`src/chacha_pkg.sv`:
```
// Shared types, constants and functions for the ChaCha20 stream cipher.
// Used by chacha_cfg, chacha_core and chacha20_stream_cipher; no dependencies.
package chacha_pkg;

  localparam int unsigned DOUBLE_ROUNDS_DEF = 10;

  // ChaCha constants "expand 32-byte k"
  localparam logic [31:0] SIGMA0 = 32'h61707865;
  localparam logic [31:0] SIGMA1 = 32'h3320646e;
  localparam logic [31:0] SIGMA2 = 32'h79622d32;
  localparam logic [31:0] SIGMA3 = 32'h6b206574;

  // Register indexes (byte address is 8 * index)
  localparam logic [2:0] REG_KEY01   = 3'd0;
  localparam logic [2:0] REG_KEY23   = 3'd1;
  localparam logic [2:0] REG_KEY45   = 3'd2;
  localparam logic [2:0] REG_KEY67   = 3'd3;
  localparam logic [2:0] REG_NONCE01 = 3'd4;
  localparam logic [2:0] REG_NONCE2  = 3'd5;
  localparam logic [2:0] REG_INITCTR = 3'd6;

  // Word lanes of the eight quarter rounds: four columns, then four diagonals
  localparam logic [3:0] QR_LANES [8][4] = '{
    '{4'd0, 4'd4, 4'd8,  4'd12}, '{4'd1, 4'd5, 4'd9,  4'd13},
    '{4'd2, 4'd6, 4'd10, 4'd14}, '{4'd3, 4'd7, 4'd11, 4'd15},
    '{4'd0, 4'd5, 4'd10, 4'd15}, '{4'd1, 4'd6, 4'd11, 4'd12},
    '{4'd2, 4'd7, 4'd8,  4'd13}, '{4'd3, 4'd4, 4'd9,  4'd14}
  };

  typedef logic [15:0][31:0] block_t;

  typedef struct packed {
    logic [63:0] key01;
    logic [63:0] key23;
    logic [63:0] key45;
    logic [63:0] key67;
    logic [63:0] nonce01;
    logic [31:0] nonce2;
    logic [31:0] init_ctr;
  } cfg_t;

  typedef struct packed {
    logic        start;
    logic [31:0] counter;
  } gen_req_t;

  typedef struct packed {
    logic        we;
    logic [3:0]  addr;
    logic [31:0] data;
  } ks_wr_t;

  // Build the input state of one block
  function automatic block_t init_block(cfg_t c, logic [31:0] ctr);
    block_t b;
    b[0]  = SIGMA0;           b[1]  = SIGMA1;
    b[2]  = SIGMA2;           b[3]  = SIGMA3;
    b[4]  = c.key01[31:0];    b[5]  = c.key01[63:32];
    b[6]  = c.key23[31:0];    b[7]  = c.key23[63:32];
    b[8]  = c.key45[31:0];    b[9]  = c.key45[63:32];
    b[10] = c.key67[31:0];    b[11] = c.key67[63:32];
    b[12] = ctr;
    b[13] = c.nonce01[31:0];  b[14] = c.nonce01[63:32];
    b[15] = c.nonce2;
    return b;
  endfunction

  // One half of a quarter round: rotations 16/12 first, 8/7 second
  function automatic logic [127:0] qr_half(logic [31:0] a, logic [31:0] b,
                                           logic [31:0] c, logic [31:0] d,
                                           logic second);
    logic [31:0] a1, b1, c1, d1, dx, bx;
    a1 = a + b;
    dx = d ^ a1;
    d1 = second ? {dx[23:0], dx[31:24]} : {dx[15:0], dx[31:16]};
    c1 = c + d1;
    bx = b ^ c1;
    b1 = second ? {bx[24:0], bx[31:25]} : {bx[19:0], bx[31:20]};
    return {a1, b1, c1, d1};
  endfunction

endpackage

```
`src/chacha_cfg.sv`:
```
// Configuration register file behind an APB-style port.
// Depends on chacha_pkg for the register indexes and the cfg_t bundle.
module chacha_cfg (
  input  logic                clk,
  input  logic                rst,
  input  logic                psel,
  input  logic                penable,
  input  logic                pwrite,
  input  logic [5:0]          paddr,
  input  logic [63:0]         pwdata,
  output logic [63:0]         prdata,
  output logic                pready,
  output chacha_pkg::cfg_t    cfg
);

  logic [2:0] idx;
  logic       wr_en;

  assign idx    = paddr[5:3];
  assign pready = 1'b1;
  assign wr_en  = psel && penable && pwrite;

  // Write registers; unknown indexes are dropped
  always_ff @(posedge clk) begin
    if (rst) begin
      cfg <= '0;
    end else if (wr_en) begin
      unique case (idx)
        chacha_pkg::REG_KEY01:   cfg.key01    <= pwdata;
        chacha_pkg::REG_KEY23:   cfg.key23    <= pwdata;
        chacha_pkg::REG_KEY45:   cfg.key45    <= pwdata;
        chacha_pkg::REG_KEY67:   cfg.key67    <= pwdata;
        chacha_pkg::REG_NONCE01: cfg.nonce01  <= pwdata;
        chacha_pkg::REG_NONCE2:  cfg.nonce2   <= pwdata[31:0];
        chacha_pkg::REG_INITCTR: cfg.init_ctr <= pwdata[31:0];
        default: ;
      endcase
    end
  end

  // Read back
  always_comb begin
    unique case (idx)
      chacha_pkg::REG_KEY01:   prdata = cfg.key01;
      chacha_pkg::REG_KEY23:   prdata = cfg.key23;
      chacha_pkg::REG_KEY45:   prdata = cfg.key45;
      chacha_pkg::REG_KEY67:   prdata = cfg.key67;
      chacha_pkg::REG_NONCE01: prdata = cfg.nonce01;
      chacha_pkg::REG_NONCE2:  prdata = {32'd0, cfg.nonce2};
      chacha_pkg::REG_INITCTR: prdata = {32'd0, cfg.init_ctr};
      default:                 prdata = '0;
    endcase
  end

endmodule

```
`src/chacha_core.sv`:
```
// Keystream block generator: one half quarter round per cycle over a
// 16-word working state, then a feed-forward pass that writes the
// keystream memory one word a cycle. Depends on chacha_pkg.
module chacha_core #(
  parameter int unsigned DOUBLE_ROUNDS = chacha_pkg::DOUBLE_ROUNDS_DEF
) (
  input  logic                 clk,
  input  logic                 rst,
  input  chacha_pkg::cfg_t     cfg,
  input  chacha_pkg::gen_req_t req,
  output logic                 done,
  output chacha_pkg::ks_wr_t   wr
);

  localparam int unsigned RW = $clog2(DOUBLE_ROUNDS);
  localparam logic [1:0] C_IDLE  = 2'd0;
  localparam logic [1:0] C_ROUND = 2'd1;
  localparam logic [1:0] C_ADD   = 2'd2;

  logic [1:0]          state;
  logic [RW-1:0]       rnd;
  logic [2:0]          qr;
  logic                half;
  logic [3:0]          idx;
  logic [31:0]         ctr;
  chacha_pkg::block_t  w;
  chacha_pkg::block_t  init_w;
  logic [3:0]          la, lb, lc, ld;
  logic [127:0]        qr_out;

  assign init_w = chacha_pkg::init_block(cfg, ctr);
  assign la = chacha_pkg::QR_LANES[qr][0];
  assign lb = chacha_pkg::QR_LANES[qr][1];
  assign lc = chacha_pkg::QR_LANES[qr][2];
  assign ld = chacha_pkg::QR_LANES[qr][3];
  assign qr_out = chacha_pkg::qr_half(w[la], w[lb], w[lc], w[ld], half);

  // Feed-forward word into the keystream memory
  assign wr.we   = (state == C_ADD);
  assign wr.addr = idx;
  assign wr.data = w[idx] + init_w[idx];
  assign done    = (state == C_ADD) && (idx == 4'd15);

  // Sequence rounds and feed-forward
  always_ff @(posedge clk) begin
    if (rst) begin
      state <= C_IDLE;
      rnd   <= '0;
      qr    <= '0;
      half  <= 1'b0;
      idx   <= '0;
    end else begin
      unique case (state)
        C_IDLE: begin
          if (req.start) begin
            state <= C_ROUND;
            rnd   <= '0;
            qr    <= '0;
            half  <= 1'b0;
          end
        end
        C_ROUND: begin
          half <= ~half;
          if (half) begin
            qr <= qr + 3'd1;
            if (qr == 3'd7) begin
              rnd <= rnd + 1'b1;
              if (rnd == RW'(DOUBLE_ROUNDS - 1)) begin
                state <= C_ADD;
                idx   <= '0;
              end
            end
          end
        end
        C_ADD: begin
          idx <= idx + 4'd1;
          if (idx == 4'd15) state <= C_IDLE;
        end
        default: state <= C_IDLE;
      endcase
    end
  end

  // Working state: load on start, update four lanes per round step
  always_ff @(posedge clk) begin
    if (state == C_IDLE && req.start) begin
      ctr <= req.counter;
      w   <= chacha_pkg::init_block(cfg, req.counter);
    end else if (state == C_ROUND) begin
      w[la] <= qr_out[127:96];
      w[lb] <= qr_out[95:64];
      w[lc] <= qr_out[63:32];
      w[ld] <= qr_out[31:0];
    end
  end

endmodule

```
`src/chacha20_stream_cipher.sv`:
```
// ChaCha20 stream cipher top level: stream control and keystream memory.
// A request at byte position 0 also makes a block: the rounds run in the shared
// half-quarter-round unit, then feed-forward writes fill the keystream memory.
// One request at a time; the next waits until the last result is handed off.
// Reset: synchronous; clears position, counter, config regs and handshake.
module chacha20_stream_cipher #(
  parameter int unsigned DOUBLE_ROUNDS = chacha_pkg::DOUBLE_ROUNDS_DEF
) (
  input  logic        clk,
  input  logic        rst,
  input  logic        s_tvalid,
  output logic        s_tready,
  input  logic [7:0]  s_tdata,   // [7:0] data_byte
  input  logic        s_tuser,   // [0] starts_message
  output logic        m_tvalid,
  input  logic        m_tready,
  output logic [7:0]  m_tdata,   // [7:0] out_byte
  input  logic        psel,
  input  logic        penable,
  input  logic        pwrite,
  input  logic [5:0]  paddr,
  input  logic [63:0] pwdata,
  output logic [63:0] prdata,
  output logic        pready
);

  localparam logic [1:0] T_IDLE = 2'd0;
  localparam logic [1:0] T_GEN  = 2'd1;
  localparam logic [1:0] T_READ = 2'd2;
  localparam logic [1:0] T_DATA = 2'd3;

  chacha_pkg::cfg_t     cfg;
  chacha_pkg::gen_req_t req;
  chacha_pkg::ks_wr_t   wr;
  logic                 done;

  logic [1:0]  state;
  logic [5:0]  pos;
  logic [31:0] block_count;
  logic [5:0]  cur_pos;
  logic [7:0]  cur_byte;
  logic [31:0] rd;
  logic [31:0] ks_mem [16];
  logic        accept;
  logic [5:0]  p;
  logic [31:0] bc;

  chacha_cfg u_cfg (
    .clk, .rst, .psel, .penable, .pwrite, .paddr, .pwdata, .prdata, .pready, .cfg
  );

  chacha_core #(.DOUBLE_ROUNDS(DOUBLE_ROUNDS)) u_core (
    .clk, .rst, .cfg, .req, .done, .wr
  );

  assign s_tready = (state == T_IDLE) && !m_tvalid;
  assign accept   = s_tvalid && s_tready;
  assign p        = s_tuser ? 6'd0 : pos;
  assign bc       = s_tuser ? cfg.init_ctr : block_count;
  assign req.start   = accept && (p == 6'd0);
  assign req.counter = bc;

  // Keystream memory: written by the core, read through a registered output
  always_ff @(posedge clk) begin
    if (wr.we) ks_mem[wr.addr] <= wr.data;
    rd <= ks_mem[cur_pos[5:2]];
  end

  // Hold the request payload and register the output byte
  always_ff @(posedge clk) begin
    if (accept) begin
      cur_pos  <= p;
      cur_byte <= s_tdata;
    end
    if (state == T_DATA) m_tdata <= cur_byte ^ rd[{cur_pos[1:0], 3'd0} +: 8];
  end

  // Stream control: advance position and counter, drive the result
  always_ff @(posedge clk) begin
    if (rst) begin
      state       <= T_IDLE;
      pos         <= '0;
      block_count <= '0;
      m_tvalid    <= 1'b0;
    end else begin
      if (m_tvalid && m_tready) m_tvalid <= 1'b0;
      unique case (state)
        T_IDLE: begin
          if (accept) begin
            pos <= p + 6'd1;
            if (p == 6'd0) begin
              block_count <= bc + 32'd1;
              state       <= T_GEN;
            end else begin
              block_count <= bc;
              state       <= T_READ;
            end
          end
        end
        T_GEN:  if (done) state <= T_READ;
        T_READ: state <= T_DATA;
        T_DATA: begin
          m_tvalid <= 1'b1;
          state    <= T_IDLE;
        end
        default: state <= T_IDLE;
      endcase
    end
  end

  a_gen_on_block_start: assert property (@(posedge clk) disable iff (rst)
    req.start |=> state == T_GEN) else $error("block start did not enter generation");
  a_done_in_gen: assert property (@(posedge clk) disable iff (rst)
    done |-> state == T_GEN) else $error("core finished outside generation");
  a_data_gives_result: assert property (@(posedge clk) disable iff (rst)
    state == T_DATA |=> m_tvalid) else $error("result not presented");
  a_one_in_flight: assert property (@(posedge clk) disable iff (rst)
    accept |=> !s_tready) else $error("second request taken while busy");

endmodule

```
`config.mk`:
```
export PLATFORM = sky130hd
export DESIGN_NAME = chacha20_stream_cipher
export DESIGN_NICKNAME = d
export VERILOG_FILES = /design/src/chacha_pkg.sv /design/src/chacha_cfg.sv /design/src/chacha_core.sv /design/src/chacha20_stream_cipher.sv
export SDC_FILE = /design/constraint.sdc
export NUM_CORES = 2
export LEC_CHECK = 0
export CORE_MARGIN = 1
export CORE_UTILIZATION = 45
export CTS_CLUSTER_DIAMETER = 50
export DETAILED_ROUTE_END_ITERATION = 10
export DONT_BUFFER_PORTS = 1
export PLACE_DENSITY_LB_ADDON = 0.25
export SYNTH_ARGS = -nofsm -noshare
export SYNTH_HDL_FRONTEND = slang
export SYNTH_SLANG_ARGS = --single-unit
```
`constraint.sdc`:
```
create_clock -name clk -period 8.89 [get_ports clk]
set_input_delay 0.4445 -clock clk [delete_from_list [all_inputs] [get_ports clk]]
set_output_delay 0.4445 -clock clk [all_outputs]
set_load 0.03 [all_outputs]
```
==> impl_metrics.tcl <==
set metrics [dict create \
    p_per_area_nw_per_um2 456 \
    finalSetupViolations 0 \
    cts_tree "yes" \
    crit_type "flop to flop" \
    port_buffers 0 \
    synth_seq_cells 1549 \
    layout_common_cells "nand2_1, edfxtp_1, a21oi_1" \
    syn_area_per_cell_um2 12.1 \
    rsz0062_at_grt "false" \
    ys.flop_type "edfxtp_1" \
    start_util_pct 45.3 \
    path_buf_inv 7 \
    final.min_clock_period_ns 8.63 \
    grt_use_met2_pct 52.3 \
    synthArstFlopShare_pct 0 \
    die_x_um 415 \
    routedWlPerCell_um 36.4 \
    seq_area_um2 40500 \
    num-fill-cells 14500 \
    rr_startpoint "u_core.qr[0]$_SDFFE_PP0P_" \
    die_area_um2 173000 \
    r2r_setup_slack_ns 0.26 \
    vdd_drop_max_v 0.000499 \
    busiest_layer "met2" \
    max_stage_delay_ns 0.55 \
    die_h_um 415 \
    fmax_mhz 116 \
    cp_top_family "compound AO/OA/AOI/OAI gates" \
    worstPathArrival_ns 9.20 \
    holdPathEnd "u_core.ctr[14]$_DFFE_PP_" \
    tightest_slew_ns 1.54 \
    routed_wl_mm 321 \
    grt_pass1_wl_mm 440 \
    antenna_left 0 \
    hold_depth 3 \
    holdWs_ns 0.0440 \
    reg2reg_depth 36 \
    place.gp.congestion 1.04 \
    row_count 151 \
    synth_edf_count 950 \
    yosysWarnings 0 \
    synthesis.nets 6536 \
    drive_above_1_share_pct 20.3 \
    grt_pass1_vias 55600 \
    crit_fanout 29 \
    synth-seq-area-share_pct 52.7 \
    run_status "finished with violations" \
    io-pin-count 161 \
    cts_made_buffers 182 \
    maxCapViolCount 2 \
    core-area_um2 170000 \
    final_cells 8829 \
    clk_pin_slew_worst_paths_ns 0.06 \
    min_path_type "primary input to flop" \
    dr.first_iter.drc_count 10200 \
    slowest_stage "a21oi_2" \
    cts_root_buf "clkbuf_16" \
    utilization_pct 51.7 \
    area_delta_synth_final_pct 14.1 \
    finalHoldViolations 0 \
    clk_latency_ns 0.85 \
    worstHoldStart "s_tuser" \
    ys_types 96 \
    vias 59800 \
    finalClockSkew_ns 0.0483 \
    htree_levels 4 \
    grt-ovfl-total 0 \
    r2r_end "u_core.w[232]$_DFFE_PP_" \
    dr.pass1.iters 9 \
    syn-cell-area_um2 76900 \
    num-nets-final 6615 \
    clock_sinks 1549 \
    required_ns 9.46 \
    grt_max_degree 440 \
    final_common_cell "nand2_1" \
    drv_slew 1 \
    drc 0 \
    relSlewSlack_pct -3.64 \
    violations "max-capacitance violations, max-slew violations" \
    period_share_pct 97.1 \
    cts_setup_buffers 0 \
    dpl.cell_count 8368 \
    antenna_found_initial 50 \
    grt_usage_pct 36.5 \
    power_mw 40.0 \
    finalSetupTns_ns 0 \
    cp-start-kind "flop" \
    post-dp-hpwl_mm 217 \
    critPathCaptureType "flop" \
    multi_input_area_um2 34700 \
    viasPerCell 6.78 \
    total_leakage_power_nw 29.7 \
    crit_top_cell "buf_4" \
    globalRouteMet3Util_pct 14.1 \
    clockBufferDepth 3 \
    grt_util_met1_pct 46.1 \
    syn-instance-count 6335 \
]
[report_power, final]
group / switching, mW / leakage (nW) / internal (mW)
clock network: 3.24 / 3.01 / 4.42
registers: 0.446 / 13.7 / 9.26
logic: 14.9 / 12.9 / 7.69
total: 18.6 / 29.7 / 21.4
[kinds of logic (layout without fill, tap and decap cells)]
kind of cell / after synthesis / in the layout / synth area share (%)
mux: 743 / 743 / 18.9
compound gates: 1450 / 1450 / 12.3
xor+xnor: 192 / 192 / 2.29
simple gates: 1721 / 1721 / 9.15
flops: 1549 / 1549 / 52.7
fa+ha+maj: 117 / 117 / 1.93
buf+inv: 562 / 802 / 2.77
other cells: 1 / 37 / 0.00487
[sequential cells by signal, indices dropped and copies added (netlist names)]
signal / cells
u_core.half: 1
u_core.w: 512
cur_pos: 6
rd: 32
block_count: 32
u_cfg.cfg: 384
pos: 6
u_core.idx: 4
u_core.rnd: 4
cur_byte: 8
m_tdata: 8
m_tvalid: 1
state: 2
u_core.qr: 3
u_core.ctr: 32
u_core.state: 2
ks_mem: 512
[cell type report]
cell class / count / share of cell area (%)
flip-flops and latches: 1549 / 46.2
well taps: 2218 / 3.16
diodes: 36 / 0.103
clock inverters: 96 / 1.18
multi-input cells: 4224 / 39.5
repair buffers: 372 / 3.67
clock buffers: 249 / 5.84
inverters: 85 / 0.372
[worst max path at each step]
stage | from | endpoint | slack (ns) | depth (start not counted)
after floorplan | u_core.qr[0]$_SDFFE_PP0P_ | u_core.w[200]$_DFFE_PP_ | 0.09 | 40
after global placement | u_core.qr[0]$_SDFFE_PP0P_ | u_core.w[138]$_DFFE_PP_ | 0.15 | 39
after detailed placement | u_core.qr[0]$_SDFFE_PP0P_ | u_core.w[198]$_DFFE_PP_ | 0.003 | 37
after CTS | u_core.qr[0]$_SDFFE_PP0P_ | u_core.w[198]$_DFFE_PP_ | 0.20 | 37
after global routing | u_core.qr[0]$_SDFFE_PP0P_ | u_core.w[196]$_DFFE_PP_ | 0.06 | 34
final | u_core.qr[0]$_SDFFE_PP0P_ | u_core.w[232]$_DFFE_PP_ | 0.26 | 36
[cells in the mapped netlist, drive strengths merged, types with 10 or more instances]
master / n / area, um2
xor2: 72 / 672
o21a: 23 / 173
nand2: 1246 / 4680
clkbuf: 388 / 1460
xnor2: 120 / 1090
and3: 25 / 156
o22ai: 12 / 75.1
nor3: 31 / 155
dfxtp: 599 / 12000
buf: 89 / 359
a21oi: 612 / 3090
ha: 112 / 1400
nor2b: 32 / 200
nor2: 218 / 818
inv: 84 / 315
a222oi: 10 / 100
nand3: 64 / 320
mux2i: 132 / 1370
a22oi: 41 / 308
mux4: 561 / 12600
a211oi: 42 / 325
mux2: 50 / 567
a21o: 45 / 338
nand2b: 30 / 188
a32o: 12 / 120
o211ai: 54 / 410
nand4: 14 / 103
and2: 20 / 125
o21ai: 218 / 1110
a22o: 267 / 2340
edfxtp: 950 / 28500
a31oi: 16 / 115
a221o: 36 / 360
[tightest hold or removal path, stage by stage]
cell,delay (ns)
mux2i_1,0.06
buf_4,0.19
inv_1,0.06
[per-layer routing]
metal	wire length, um	part of all wire, %
met5	181	0.056
met4	24100	7.5
met3	47600	15
met2	135000	42
met1	114000	36
[repair_timing]
item	in CTS	in global routing
hold buffers	77	1
gates resized for setup	1	4
pin swaps	0	0
hold endpoints to repair	469	43
gates cloned	0	0
endpoints found under the setup margin	6	36
[through the flow]
| step | instance area, um2 | worst slack (ns) |
|---|---|---|
| 2_1_floorplan | 77000 | 0.0884 |
| 3_3_place_gp | 80600 | 0.152 |
| 3_5_place_dp | 80600 | 0.00282 |
| 4_1_cts | 87600 | 0.198 |
| 5_1_grt | 87800 | 0.0587 |
| 6_report | 87800 | 0.260 |
(Power assumes the default switching activity.)
